`config.mk`:
```
export PLATFORM = sky130hd
export DESIGN_NAME = truncate_partition_transform
export DESIGN_NICKNAME = d
export VERILOG_FILES = /design/src/hdl/tpt_pkg.sv /design/src/hdl/tpt_ctrl.sv /design/src/hdl/tpt_dp.sv /design/src/hdl/truncate_partition_transform.sv
export SDC_FILE = /design/constraint.sdc
export NUM_CORES = 1
export LEC_CHECK = 0
export BUFFER_PORTS_ARGS = -buffer_cell sky130_fd_sc_hd__buf_2
export CORE_ASPECT_RATIO = 0.5
export CORE_MARGIN = 4
export CORE_UTILIZATION = 46
export CTS_CLUSTER_SIZE = 8
export DETAILED_ROUTE_END_ITERATION = 7
export GPL_TIMING_DRIVEN = 0
export PLACE_DENSITY = 0.72
export SKIP_LAST_GASP = 1
export SLEW_MARGIN = 20
export SYNTH_ARGS = -nofsm -noshare
export SYNTH_HDL_FRONTEND = slang
export SYNTH_SLANG_ARGS = --single-unit
```
`constraint.sdc`:
```
create_clock -name aclk -period 9.75 [get_ports aclk]
set_clock_uncertainty 0.05 [all_clocks]
set_input_delay 1.95 -clock aclk [delete_from_list [all_inputs] [get_ports aclk]]
set_output_delay 1.95 -clock aclk [all_outputs]
set_load 0.05 [all_outputs]
```
`src/hdl/tpt_pkg.sv`:
```
`default_nettype none
package tpt_pkg;

    localparam int VALUE_W   = 64;
    localparam int WIDTH_W   = 32;
    localparam int MODE_W    = 2;
    localparam int CFG_IDX_W = 1;
    localparam int BYTE_W    = 8;

    // Restoring radix-2 remainder: one dividend bit per step
    localparam int DIV_STEPS = VALUE_W;
    localparam int CNT_W     = $clog2(DIV_STEPS);

    localparam logic [WIDTH_W-1:0] INT32_POS_MAX = 32'h7FFF_FFFF;
    localparam logic [BYTE_W-1:0]  LEAD_MASK     = 8'hC0;
    localparam logic [BYTE_W-1:0]  CONT_TAG      = 8'h80;

    localparam logic [MODE_W-1:0] MODE_INT32  = 2'd0;
    localparam logic [MODE_W-1:0] MODE_INT64  = 2'd1;
    localparam logic [MODE_W-1:0] MODE_UTF8   = 2'd2;
    localparam logic [MODE_W-1:0] MODE_BINARY = 2'd3;

    localparam logic [CFG_IDX_W-1:0] CFG_TRUNC_WIDTH = 1'b0;
    localparam logic [CFG_IDX_W-1:0] CFG_MODE        = 1'b1;

    typedef struct packed {
        logic signed [VALUE_W-1:0] value;
        logic                      last;
    } in_word_t;

    typedef struct packed {
        logic signed [VALUE_W-1:0] result_value;
        logic                      keep;
        logic                      end_of_item;
    } out_word_t;

    // controller -> datapath
    typedef struct packed {
        logic load;
        logic div_step;
        logic fix;
        logic finish;
    } cmd_t;

    // datapath -> controller
    typedef struct packed {
        logic need_div;
        logic div_last;
        logic out_free;
    } sts_t;

endpackage
`default_nettype wire

```
`src/hdl/tpt_ctrl.sv`:
```
`default_nettype none
module tpt_ctrl (
    input  wire logic          aclk,
    input  wire logic          aresetn,
    input  wire logic          s_valid,
    output logic               s_ready,
    input  wire tpt_pkg::sts_t sts,
    output tpt_pkg::cmd_t      cmd
);
    import tpt_pkg::*;

    localparam logic [1:0] ST_IDLE = 2'd0;
    localparam logic [1:0] ST_DIV  = 2'd1;
    localparam logic [1:0] ST_FIX  = 2'd2;
    localparam logic [1:0] ST_FIN  = 2'd3;

    logic [1:0] state_reg, state_next;

    assign s_ready = (state_reg == ST_IDLE);

    always_comb begin
        state_next   = state_reg;
        cmd          = '0;
        unique case (state_reg)
            ST_IDLE: begin
                if (s_valid) begin
                    cmd.load   = 1'b1;
                    state_next = sts.need_div ? ST_DIV : ST_FIN;
                end
            end
            ST_DIV: begin
                cmd.div_step = 1'b1;
                if (sts.div_last) begin
                    state_next = ST_FIX;
                end
            end
            ST_FIX: begin
                cmd.fix    = 1'b1;
                state_next = ST_FIN;
            end
            ST_FIN: begin
                if (sts.out_free) begin
                    cmd.finish = 1'b1;
                    state_next = ST_IDLE;
                end
            end
            default: state_next = ST_IDLE;
        endcase
    end

    always_ff @(posedge aclk) begin
        if (!aresetn) begin
            state_reg <= ST_IDLE;
        end else begin
            state_reg <= state_next;
        end
    end

endmodule
`default_nettype wire

```
`src/hdl/tpt_dp.sv`:
```
`default_nettype none
module tpt_dp (
    input  wire logic                           aclk,
    input  wire logic                           aresetn,
    input  wire tpt_pkg::in_word_t              s_word,
    input  wire logic                           cfg_we,
    input  wire logic [tpt_pkg::CFG_IDX_W-1:0]  cfg_index,
    input  wire logic [tpt_pkg::WIDTH_W-1:0]    cfg_data,
    input  wire tpt_pkg::cmd_t                  cmd,
    output tpt_pkg::sts_t                       sts,
    output logic                                m_valid,
    input  wire logic                           m_ready,
    output tpt_pkg::out_word_t                  m_word
);
    import tpt_pkg::*;

    // configuration
    logic [WIDTH_W-1:0] width_reg;
    logic [MODE_W-1:0]  mode_reg;

    // item capture and remainder unit
    logic [VALUE_W-1:0] val_reg;
    logic               last_reg;
    logic               neg_reg;
    logic               zero_reg;
    logic [VALUE_W-1:0] mag_reg;
    logic [WIDTH_W-1:0] rem_reg;
    logic [WIDTH_W-1:0] fm_reg;
    logic [CNT_W-1:0]   cnt_reg;

    // string/binary state
    logic [WIDTH_W-1:0] allow_reg, allow_next;
    logic               start_reg, start_next;
    logic               cut_reg, cut_next;

    logic               m_valid_reg;
    out_word_t          m_word_reg, m_word_next;

    logic               big_w;
    logic [VALUE_W-1:0] op_val;
    logic [WIDTH_W:0]   rem_sh;
    logic [WIDTH_W:0]   rem_sub;
    logic [VALUE_W-1:0] int_res;
    logic [BYTE_W-1:0]  byte_in;
    logic               is_lead;
    logic               keep;

    assign big_w  = (mode_reg == MODE_INT32) && (width_reg > INT32_POS_MAX);
    assign op_val = (mode_reg == MODE_INT32)
                  ? {{(VALUE_W-32){s_word.value[31]}}, s_word.value[31:0]}
                  : s_word.value;

    assign sts.need_div = !mode_reg[1] && (width_reg != '0) && !big_w;
    assign sts.div_last = (cnt_reg == CNT_W'(DIV_STEPS - 1));
    assign sts.out_free = !m_valid_reg || m_ready;

    // one restoring step: shift in the next magnitude bit, subtract if it fits
    assign rem_sh  = {rem_reg, mag_reg[VALUE_W-1]};
    assign rem_sub = rem_sh - {1'b0, width_reg};

    always_comb begin
        int_res = val_reg - {{(VALUE_W-WIDTH_W){1'b0}}, fm_reg};
        if (zero_reg) begin
            int_res = '0;
        end else if (mode_reg == MODE_INT32) begin
            int_res = {{(VALUE_W-32){int_res[31]}}, int_res[31:0]};
        end
    end

    assign byte_in = val_reg[BYTE_W-1:0];
    assign is_lead = (mode_reg == MODE_BINARY) || ((byte_in & LEAD_MASK) != CONT_TAG);

    always_comb begin
        allow_next = start_reg ? width_reg : allow_reg;
        cut_next   = start_reg ? 1'b0 : cut_reg;
        keep       = 1'b1;
        if (cut_next) begin
            keep = 1'b0;
        end else if (is_lead) begin
            if (allow_next == '0) begin
                cut_next = 1'b1;
                keep     = 1'b0;
            end else begin
                allow_next = allow_next - WIDTH_W'(1);
            end
        end
        start_next = last_reg;
    end

    always_comb begin
        if (mode_reg[1]) begin
            m_word_next.result_value = {{(VALUE_W-BYTE_W){1'b0}}, byte_in};
            m_word_next.keep         = keep;
            m_word_next.end_of_item  = last_reg;
        end else begin
            m_word_next.result_value = int_res;
            m_word_next.keep         = 1'b1;
            m_word_next.end_of_item  = 1'b1;
        end
    end

    always_ff @(posedge aclk) begin
        if (!aresetn) begin
            width_reg <= '0;
            mode_reg  <= MODE_INT32;
        end else if (cfg_we) begin
            unique case (cfg_index)
                CFG_TRUNC_WIDTH: width_reg <= cfg_data;
                CFG_MODE:        mode_reg  <= cfg_data[MODE_W-1:0];
                default:         ;
            endcase
        end
    end

    always_ff @(posedge aclk) begin
        if (cmd.load) begin
            val_reg  <= op_val;
            last_reg <= s_word.last;
            neg_reg  <= op_val[VALUE_W-1];
            mag_reg  <= op_val[VALUE_W-1] ? -op_val : op_val;
            zero_reg <= big_w;
            rem_reg  <= '0;
            fm_reg   <= '0;
            cnt_reg  <= '0;
        end else if (cmd.div_step) begin
            mag_reg <= {mag_reg[VALUE_W-2:0], 1'b0};
            rem_reg <= rem_sub[WIDTH_W] ? rem_sh[WIDTH_W-1:0] : rem_sub[WIDTH_W-1:0];
            cnt_reg <= cnt_reg + CNT_W'(1);
        end else if (cmd.fix) begin
            // floor remainder of a negative value is W - r unless r is zero
            fm_reg <= (neg_reg && (rem_reg != '0)) ? width_reg - rem_reg : rem_reg;
        end
    end

    always_ff @(posedge aclk) begin
        if (!aresetn) begin
            allow_reg <= '0;
            start_reg <= 1'b1;
            cut_reg   <= 1'b0;
        end else if (cmd.finish && mode_reg[1]) begin
            allow_reg <= allow_next;
            start_reg <= start_next;
            cut_reg   <= cut_next;
        end
    end

    always_ff @(posedge aclk) begin
        if (!aresetn) begin
            m_valid_reg <= 1'b0;
        end else if (cmd.finish) begin
            m_valid_reg <= 1'b1;
        end else if (m_ready) begin
            m_valid_reg <= 1'b0;
        end
    end

    always_ff @(posedge aclk) begin
        if (cmd.finish) begin
            m_word_reg <= m_word_next;
        end
    end

    assign m_valid = m_valid_reg;
    assign m_word  = m_word_reg;

endmodule
`default_nettype wire

```
`src/hdl/truncate_partition_transform.sv`:
```
// Integer word, nonzero width: the controller runs 64 remainder steps, one fix-up
//   and one output load; the next word is not taken until the output load is done.
// Zero width, int32 with width above 2^31-1, and string/binary bytes: no remainder
//   steps; the word goes from accept straight to the output load.
// A new word is taken while the previous result still waits on m_ready.
// Synchronous active-low reset clears config, byte state and handshake state.
`default_nettype none
module truncate_partition_transform (
    input  wire logic                           aclk,
    input  wire logic                           aresetn,
    input  wire logic                           s_valid,
    output logic                                s_ready,
    input  wire tpt_pkg::in_word_t              s_word,
    output logic                                m_valid,
    input  wire logic                           m_ready,
    output tpt_pkg::out_word_t                  m_word,
    input  wire logic                           cfg_we,
    input  wire logic [tpt_pkg::CFG_IDX_W-1:0]  cfg_index,
    input  wire logic [tpt_pkg::WIDTH_W-1:0]    cfg_data
);
    import tpt_pkg::*;

    cmd_t cmd;
    sts_t sts;

    // Controller: idle, remainder steps, fix-up, output load
    tpt_ctrl u_ctrl (
        .aclk    (aclk),
        .aresetn (aresetn),
        .s_valid (s_valid),
        .s_ready (s_ready),
        .sts     (sts),
        .cmd     (cmd)
    );

    // Datapath: config registers, capture, remainder unit, byte cut logic,
    // output register
    tpt_dp u_dp (
        .aclk      (aclk),
        .aresetn   (aresetn),
        .s_word    (s_word),
        .cfg_we    (cfg_we),
        .cfg_index (cfg_index),
        .cfg_data  (cfg_data),
        .cmd       (cmd),
        .sts       (sts),
        .m_valid   (m_valid),
        .m_ready   (m_ready),
        .m_word    (m_word)
    );

    // Never load the output register over a word that is not taken
    a_no_overwrite: assert property (@(posedge aclk) disable iff (!aresetn)
        cmd.finish |-> (!m_valid || m_ready))
        else $error("output word overwritten");

    // One word in flight: an accept closes the input until the result is loaded
    a_one_in_flight: assert property (@(posedge aclk) disable iff (!aresetn)
        (s_valid && s_ready) |=> !s_ready)
        else $error("second word accepted while busy");

    // A result shows up only from a finish
    a_valid_source: assert property (@(posedge aclk) disable iff (!aresetn)
        $rose(m_valid) |-> $past(cmd.finish))
        else $error("result valid without finish");

    // Remainder steps never run while the input is open
    a_div_busy: assert property (@(posedge aclk) disable iff (!aresetn)
        cmd.div_step |-> !s_ready)
        else $error("remainder step while idle");

endmodule
`default_nettype wire

```
==> results of run 1 <==
[synth_stat cells (all sizes together), types with 14 or more instances]
| cell type | count | area [sq um] |
|---|---|---|
| nor2b | 23 | 144 |
| dfxtp | 141 | 2820 |
| inv | 160 | 601 |
| a21oi | 220 | 1100 |
| o211ai | 15 | 113 |
| nand4 | 21 | 131 |
| xnor2 | 129 | 1150 |
| o21ai | 246 | 1230 |
| and2 | 22 | 138 |
| a21o | 44 | 330 |
| ha | 104 | 1300 |
| edfxtp | 196 | 5890 |
| nor2 | 194 | 728 |
| o22ai | 14 | 87.6 |
| or3 | 16 | 100 |
| nand3 | 52 | 260 |
| nor3 | 56 | 285 |
| a21boi | 36 | 270 |
| o21bai | 17 | 128 |
| clkbuf | 100 | 377 |
| mux2i | 44 | 440 |
| xor2 | 78 | 683 |
| nand2b | 16 | 100 |
| and3 | 17 | 106 |
| a31oi | 38 | 238 |
| nand2 | 329 | 1230 |
| o21a | 19 | 143 |
| nor4 | 30 | 188 |
| buf | 16 | 82.6 |
[final timing paths]
path / to / slack, ns / start
hold reg to reg: u_dp.allow_reg[1]$_SDFFE_PN0P_ / 0.42 / u_dp.allow_reg[1]$_SDFFE_PN0P_
setup / recovery: u_dp.mag_reg[61]$_DFFE_PP_ / 4.81 / s_word[26]
setup reg to reg: u_dp.rem_reg[2]$_SDFFE_PP0P_ / 5.04 / u_dp.width_reg[0]$_SDFFE_PN0P_
hold / removal: u_dp.allow_reg[1]$_SDFFE_PN0P_ / 0.42 / u_dp.allow_reg[1]$_SDFFE_PN0P_
[per-stage QoR]
step | hold slack [ns] | power, mW | utilization, % | setup WS [ns]
6_report | 0.422 | 7.48 | 54.1 | 4.81
5_1_grt | 0.445 | 7.94 | 54.1 | 4.67
4_1_cts | 0.420 | 7.42 | 54.1 | 4.87
3_5_place_dp | 0.415 | 5.82 | 51.0 | 4.28
3_3_place_gp | 0.399 | 5.75 | 50.8 | 2.88
2_1_floorplan | 0.390 | 4.89 | - | 4.60
[routing by layer]
layer  vias to the layer above  track usage [%]
met1                      9384             38.0
met3                       166             5.18
met5                         -                0
li1                       9500                -
met2                       888             40.1
met4                         4             10.6
[layout by cell type (no fill, tap or decap), types with 128 or more instances in the layout]
master	synthesis	final
o21ai_0	242	242
clkbuf_1	99	129
xnor2_1	128	128
nand2_1	329	329
dfxtp_1	141	141
buf_2	3	173
edfxtp_1	196	196
inv_1	160	159
nor2_1	194	194
a21oi_1	219	219
[worst register-to-register path: stages, from the launching register on]
cell and delay, ns:
dfxtp_1 0.59, ha_1 0.26, inv_1 0.06, fa_1 0.39, a21oi_1 0.22, o221a_2 0.27
o21a_1 0.20, o31ai_1 0.18, or4_1 0.57, a31o_2 0.30, a221o_1 0.33, a21o_1 0.24
xnor2_4 0.32, buf_4 0.29, mux2i_1 0.21, o22ai_1 0.09
[cell type report]
cell class,count,area (sq um),share of cell area (%)
clock buffers,78,1310,5.30
diodes,5,12.5,0.0505
well taps,627,785,3.17
plain buffers,116,460,1.86
multi-input cells,1920,11800,47.8
repair buffers,173,948,3.83
inverters,160,603,2.43
flip-flops and latches,337,8710,35.1
clock inverters,4,98.8,0.399
[power breakdown]
part / internal [mW] / total, mW / switching, mW
combinational: 1.38 / 3.59 / 2.21
clock: 0.922 / 1.59 / 0.669
sequential: 2.02 / 2.29 / 0.272
total: 4.33 / 7.48 / 3.15
[cell families after synthesis]
logic type	Yosys count
buffers and inverters	276
flip-flops	337
adder cells (fa/ha/maj)	107
XOR/XNOR	207
AO/OA/AOI/OAI	742
AND/OR/NAND/NOR	818
multiplexers	46
==> key figures, run 1 <==
Critical path
  • R2R depth: 15
  • Critical path depth: 12
  • CP Class: in2reg
  • Worst path required time: ~10 ns
  • Crit-path max cell delay: 0.59 ns
  • CP Max Fanout: 5
  • Critical path's slowest cell: or4_1
  • Startpoint types: input port
  • Critical path cell sequence: buf_2 -> or4_1 -> nor4_1 -> or2b_1 -> nor3_1 -> nand2_1 -> or3b_1 -> a21oi_2 -> o21ai_1 -> o21ai_1 -> xnor2_1 -> o21ai_0
  • WP data arrival: around 5.2 ns
  • CP top delay family: simple AND/OR/NAND/NOR gates
  • CP most frequent cell: o21ai_1
  • Worst Path Buf+Inv: 1
  • CP Capture Type: register

GRT
  • Gr usage total: 26.7%
  • Largest net degree at the start of global routing: 60
  • Initial antenna violation count: 7
  • First-pass GRT wire length: 107000 microns
  • Grt ovf: 0
  • Vias in the first global route: 18756

Yosys
  • Post-synth EDFFs: 196
  • Adder-Cell Fraction of Synth Area: 6.30%
  • Async SR Flop Fraction: 0%
  • Post-Synthesis Net Count: 2743
  • XOR/XNOR Fraction of Synth Area: 8.48%
  • Compound-Gate Fraction of Synth Area: 20.6%
  • Mean Syn Cell Area: between 8 and 9 sq um
  • Sequential area share after synthesis: between 40% and 50%
  • Main synth FF type: edfxtp_1
  • Combinational family with the most area after synthesis: compound AO/OA/AOI/OAI gates
  • #FFs+latches synth: 337
  • Mapped cell area: 0.0216 sq mm
  • Post-Synthesis Cells: 2533
  • Post-synthesis simple-gate area fraction: 17.3%
  • Yosys Warn Count: 0
  • Multiplexer area fraction after synthesis: 2.14%
  • Unique masters post-synth: 78

Clock tree
  • Maximum clock path buffer count: 3
  • Setup bufs post-CTS: 0
  • Hold_buf cts: 0
  • Worst-Skew Late Latency: 0.59 ns
  • CTS Buf Count: between 40 and 50
  • Root buf cell: clkbuf_16
  • Post_cts resized: 0
  • Worst-path clk slew: roughly 0.05 ns
  • TritonCTS clock tree: yes
  • H-Tree Level Count: 2
  • Clk sinks: 337

Route
  • Vias per cell: 5.83
  • Max Used Layer: met5
  • Post-route DRC: 0
  • Via Count: about 20000
  • DR WL/cell: about 20 microns
  • Met2 wire length: 29600 microns
  • M1 WL: 30900 microns
  • DR iter-0 viols: 2154
  • Final wirelength: 69900 microns
  • Antenna-violating nets left: 0
  • Met3 WL: 6670 microns
  • Drt first pass iters: 6

Final layout
  • Fill count: between 4000 and 5000
  • Area Overhead vs Synth: 14.7%
  • Finished Layout Cells: 3420
  • Fraction of layout instances using a drive strength above 1: 9.15%
  • Finished Cell Area: 0.0248 sq mm
  • Largest register FFs: between 60 and 70
  • Nets: 2966

Timing
  • Min cycle time layout: 4.94 ns
  • RSZ-0062 raised after global routing: no
  • Worst Tran Pin Value: approximately 0.94 ns
  • Maximum clock frequency: about 200 MHz
  • Fin. Hold Viols: 0
  • Endpoints failing setup: 0
  • Crit share post-route: about half
  • Setup TNS after final layout: 0 ns
  • Relative slew slack: 37.5%
  • Slew Viols, Final: 0

Placed design
  • GP Congestion: slightly below 1
  • Area after DPL: 0.0233 sq mm
  • Dpl cells: 3333
  • Port bufs: 169
  • HPWL Detailed: 53300 microns

Die
  • Cell Rows: 55
  • Core footprint: 0.0458 sq mm
  • Initial Util: between 40% and 50%
  • Die width: roughly 310 microns
  • Chip Height: 161 microns
  • I/O Pins: 171
  • Die ar.: 0.0507 sq mm

Power
  • Leakage dissipation: 9.54 nW
  • PwrDens: 302 mW/mm^2
  • VDD IR-drop max: 0.000153 V

Worst hold path
  • Worst Hold Path Cells: 2
  • Worst Hold Class: reg2reg

Outcome
  • Status: finished clean

Flow run
  • Max-cap viol count: 0
No activity file was read; power rests on OpenSTA's default activity.
==> inputs of run 2 (changes only) <==
--- a/config.mk
+++ b/config.mk
@@ -5,6 +5,7 @@
 export SDC_FILE = /design/constraint.sdc
 export NUM_CORES = 1
 export LEC_CHECK = 0
+export ABC_AREA = 1
 export BUFFER_PORTS_ARGS = -buffer_cell sky130_fd_sc_hd__buf_2
 export CORE_ASPECT_RATIO = 0.5
 export CORE_MARGIN = 4
@@ -12,7 +13,7 @@
 export CTS_CLUSTER_SIZE = 8
 export DETAILED_ROUTE_END_ITERATION = 7
 export GPL_TIMING_DRIVEN = 0
-export PLACE_DENSITY = 0.72
+export PLACE_DENSITY = 0.74
 export SKIP_LAST_GASP = 1
 export SLEW_MARGIN = 20
 export SYNTH_ARGS = -nofsm -noshare
==> constraint.sdc (replaced) <==
create_clock -name aclk -period 4.2 [get_ports aclk]
set_clock_uncertainty 0.05 [all_clocks]
set_input_delay 0.84 -clock aclk [delete_from_list [all_inputs] [get_ports aclk]]
set_output_delay 0.84 -clock aclk [all_outputs]
set_load 0.05 [all_outputs]
==> key figures, run 2 <==
Clock tree
  • Worst-path clk slew: 0.05 ns (about the same)
  • CTS Buf Count: 48 (unchanged)
  • TritonCTS clock tree: yes
  • Setup bufs post-CTS: 0 (unchanged)
  • Root buf cell: clkbuf_16
  • Worst-Skew Late Latency: 0.61 ns (+0.02 ns)
  • Maximum clock path buffer count: 3 (unchanged)
  • Hold_buf cts: 0 (unchanged)
  • Post_cts resized: 0 (unchanged)
  • H-Tree Level Count: 2 (unchanged)
  • Clk sinks: 337 (unchanged)

Final layout
  • Area Overhead vs Synth: 13.6%
  • Finished Layout Cells: 4410 (+29%)
  • Nets: 3899 (+31%)
  • Fraction of layout instances using a drive strength above 1: 7.98% (-1.2 points)
  • # diodes: 0 (-5)
  • Most frequent cells in the layout: 992 x nand2_1, 413 x inv_1, 348 x nor2_1, 329 x a21oi_1, 268 x nand3_1
  • Commonest non-fill, non-tap cell in the layout: nand2_1
  • Largest register FFs: 66 (unchanged)

Worst hold path
  • Worst Hold Class: in2reg
  • Min-delay src: s_word[0]

Yosys
  • Post-Synthesis Net Count: 3677 (+34%)
  • #FFs+latches synth: 337 (unchanged)
  • Post-Synthesis Cells: 3467 (+37%)
  • Yosys top cell by area: edfxtp_1
  • Post-synth top area share: 24.9% (-2.3 points)
  • Area contributors post-synth: edfxtp_1 25%, nand2_1 16%, dfxtp_1 12%
  • Async SR Flop Fraction: 0% (unchanged)
  • Main synth FF type: edfxtp_1
  • Top post-synthesis cells by count: 992 x nand2_1, 415 x inv_1, 348 x nor2_1
  • Unique masters post-synth: 52 (-33%)
  • Mean Syn Cell Area: 6.82 sq um (-20%)
  • Post-synth EDFFs: 196 (unchanged)
  • Sequential area share after synthesis: 36.8% (-3.5 points)
  • Yosys Warn Count: 0 (unchanged)
  • Count leader, synth: nand2_1
  • Mapped cell area: 0.0236 sq mm (+9.4%)

Placed design
  • Dpl ws: 0.646 ns (-3.64 ns)
  • GP Congestion: 0.986 (+0.73%)
  • Port bufs: 169 (unchanged)
  • HPWL Detailed: 67600 microns (+27%)
  • Dpl cells: 4329 (+30%)

Power
  • Sw frac: 45.3% (+3.1 points)
  • Net Sw Power: 7.56 mW (+140%)
  • Pint: 9.15 mW (+110%)
  • Power, Total: 16.7 mW (+120%)
  • Seq pwr share: 30.6% (about the same)
  • Combinational Power Share: 46.9% (-1.1 points)
  • Leakage dissipation: 12.0 nW (+26%)
  • VDD IR-drop max: 0.000312 V (+100%)
  • PwrDens: 622 mW/mm^2 (+110%)
  • Part of the power in the clock network: 22.6% (+1.3 points)

Timing
  • WHS: 0.371 ns (-0.0514 ns)
  • Crit share post-route: a little over four fifths
  • Relative slew slack: 43.4% (+5.9 points)
  • Endpoints failing setup: 0 (unchanged)
  • Maximum clock frequency: between 200 and 300 MHz
  • Post-route setup slack: 0.674 ns (-4.14 ns)
  • RSZ-0062 raised after global routing: no
  • Worst Tran Pin Value: 0.840 ns (-0.0976 ns)
  • Min cycle time layout: approximately 3.5 ns
  • Fin. Hold Viols: 0 (unchanged)
  • Slew Viols, Final: 0 (unchanged)

Die
  • Die width: 329 microns (+4.5%)
  • Initial Util: 46.8% (-0.41 points)
  • Cell Rows: 58 (+5.5%)
  • Die ar.: 0.0553 sq mm (+9.1%)
  • Chip Height: 168 microns (+4.4%)
  • I/O Pins: 171 (unchanged)
  • Core footprint: 0.0505 sq mm (+10%)

Critical path
  • CP Max Fanout: 10 (+5)
  • CP Class: reg2reg
  • WP data arrival: 3.93 ns (-1.27 ns)
  • CP Capture Type: register
  • Worst path required time: 4.61 ns (-5.40 ns)
  • FF-to-FF Start: u_dp.mag_reg[63]$_DFFE_PP_
  • CP startpoint: u_dp.mag_reg[63]$_DFFE_PP_
  • Startpoint types: register

Route
  • DR iter-0 viols: 2491 (+16%)
  • Final wirelength: 84500 microns (+21%)
  • Via Count: 24278 (+22%)
  • DR WL/cell: 19.2 microns (-6.3%)
  • Vias per cell: 5.51 (-5.6%)
  • Drt first pass iters: 6 (unchanged)
  • Post-route DRC: 0 (unchanged)
  • Antenna-violating nets left: 0 (unchanged)

GRT
  • Initial antenna violation count: 1 (-6)
  • First-pass GRT wire length: 129000 microns (+21%)
  • Grt ovf: 0 (unchanged)
  • Largest net degree at the start of global routing: 49 (-18%)
  • Gr usage total: 29.8% (+3.1 points)
  • Vias in the first global route: 22588 (+20%)

Flow run
  • Max-cap viol count: 0 (unchanged)

Outcome
  • Status: finished clean
-- run 2: power by group through the flow --
stage | registers, mW | logic, mW | clock network (mW)
final | 5.11 | 7.83 | 3.77
after global routing | 5.16 | 8.72 | 3.97
after CTS | 5.10 | 7.68 | 3.81
after detailed placement | 5.15 | 7.64 | 0
after global placement | 5.18 | 7.50 | 0
after floorplan | 5.23 | 5.25 | 0
-- run 2: cell type report --
cell class,instances,area (sq um)
fillers,5169,23600
multi-input cells,2611,12900
flip-flops and latches,337,8710
inverters,428,1610
clock buffers,77,1310
repair buffers,172,921
well taps,690,863
plain buffers,91,402
clock inverters,4,120
-- run 2: worst max-delay path, stage by stage, from the launching register on --
cell      delay [ns]
edfxtp_1        0.52
inv_1           0.16
ha_1            0.28
inv_1           0.08
fa_1            0.41
nand3_1         0.09
nand3_1         0.16
nand3_1         0.12
nand2_1         0.12
nand2_1         0.08
nand2_1         0.15
nand2_1         0.12
nand2_1         0.06
nand2_1         0.09
nand2_2         0.16
inv_2           0.25
buf_2           0.24
nand2_1         0.10
nand3_1         0.08
nand2_1         0.05
-- run 2: final timing paths --
| path | endpoint | slack [ns] | cells after the start |
|---|---|---|---|
| worst min register to register | u_dp.fm_reg[19]$_SDFFE_PP0P_ | 0.41 | 2 |
| worst min-delay path | u_dp.last_reg$_DFFE_PP_ | 0.37 | 1 |
| worst max-delay path | u_dp.rem_reg[8]$_SDFFE_PP0P_ | 0.67 | 19 |
| worst max register to register | u_dp.rem_reg[8]$_SDFFE_PP0P_ | 0.67 | 19 |
-- run 2: through the flow --
step / instance area [sq um] / utilization (%) / setup TNS, ns
floorplan: 23600 / - / 0
CTS: 26900 / 53.2 / 0
global placement: 25300 / 50.2 / -61.18
global route: 26900 / 53.2 / 0
detailed placement: 25400 / 50.4 / 0
finish: 26900 / 53.2 / 0
-- run 2: kinds of logic (layout without fill, tap and decap cells) --
| kind of cell | Yosys count | in the layout | share of synthesized area [%] |
|---|---|---|---|
| and+or+nand+nor | 1772 | 1772 | 31.2 |
| xor gates and xnor gates | 86 | 86 | 3.19 |
| adders and majority gates | 107 | 107 | 5.76 |
| DFF | 337 | 337 | 36.8 |
| buffers and inverters | 519 | 772 | 8.49 |
| AOI/OAI and AO/OA | 646 | 646 | 14.5 |
-- run 2: per-layer routing --
layer | share of wire [%] | track usage [%] | wire, microns | vias to the layer above
li1 | - | - | - | 11914
met3 | 8.5 | 4.51 | 7140 | 179
met2 | 44 | 47.5 | 37100 | 1058
met1 | 44 | 41.5 | 37200 | 11127
met5 | 0 | 0 | 0 | -
met4 | 3.7 | 10.4 | 3100 | 0
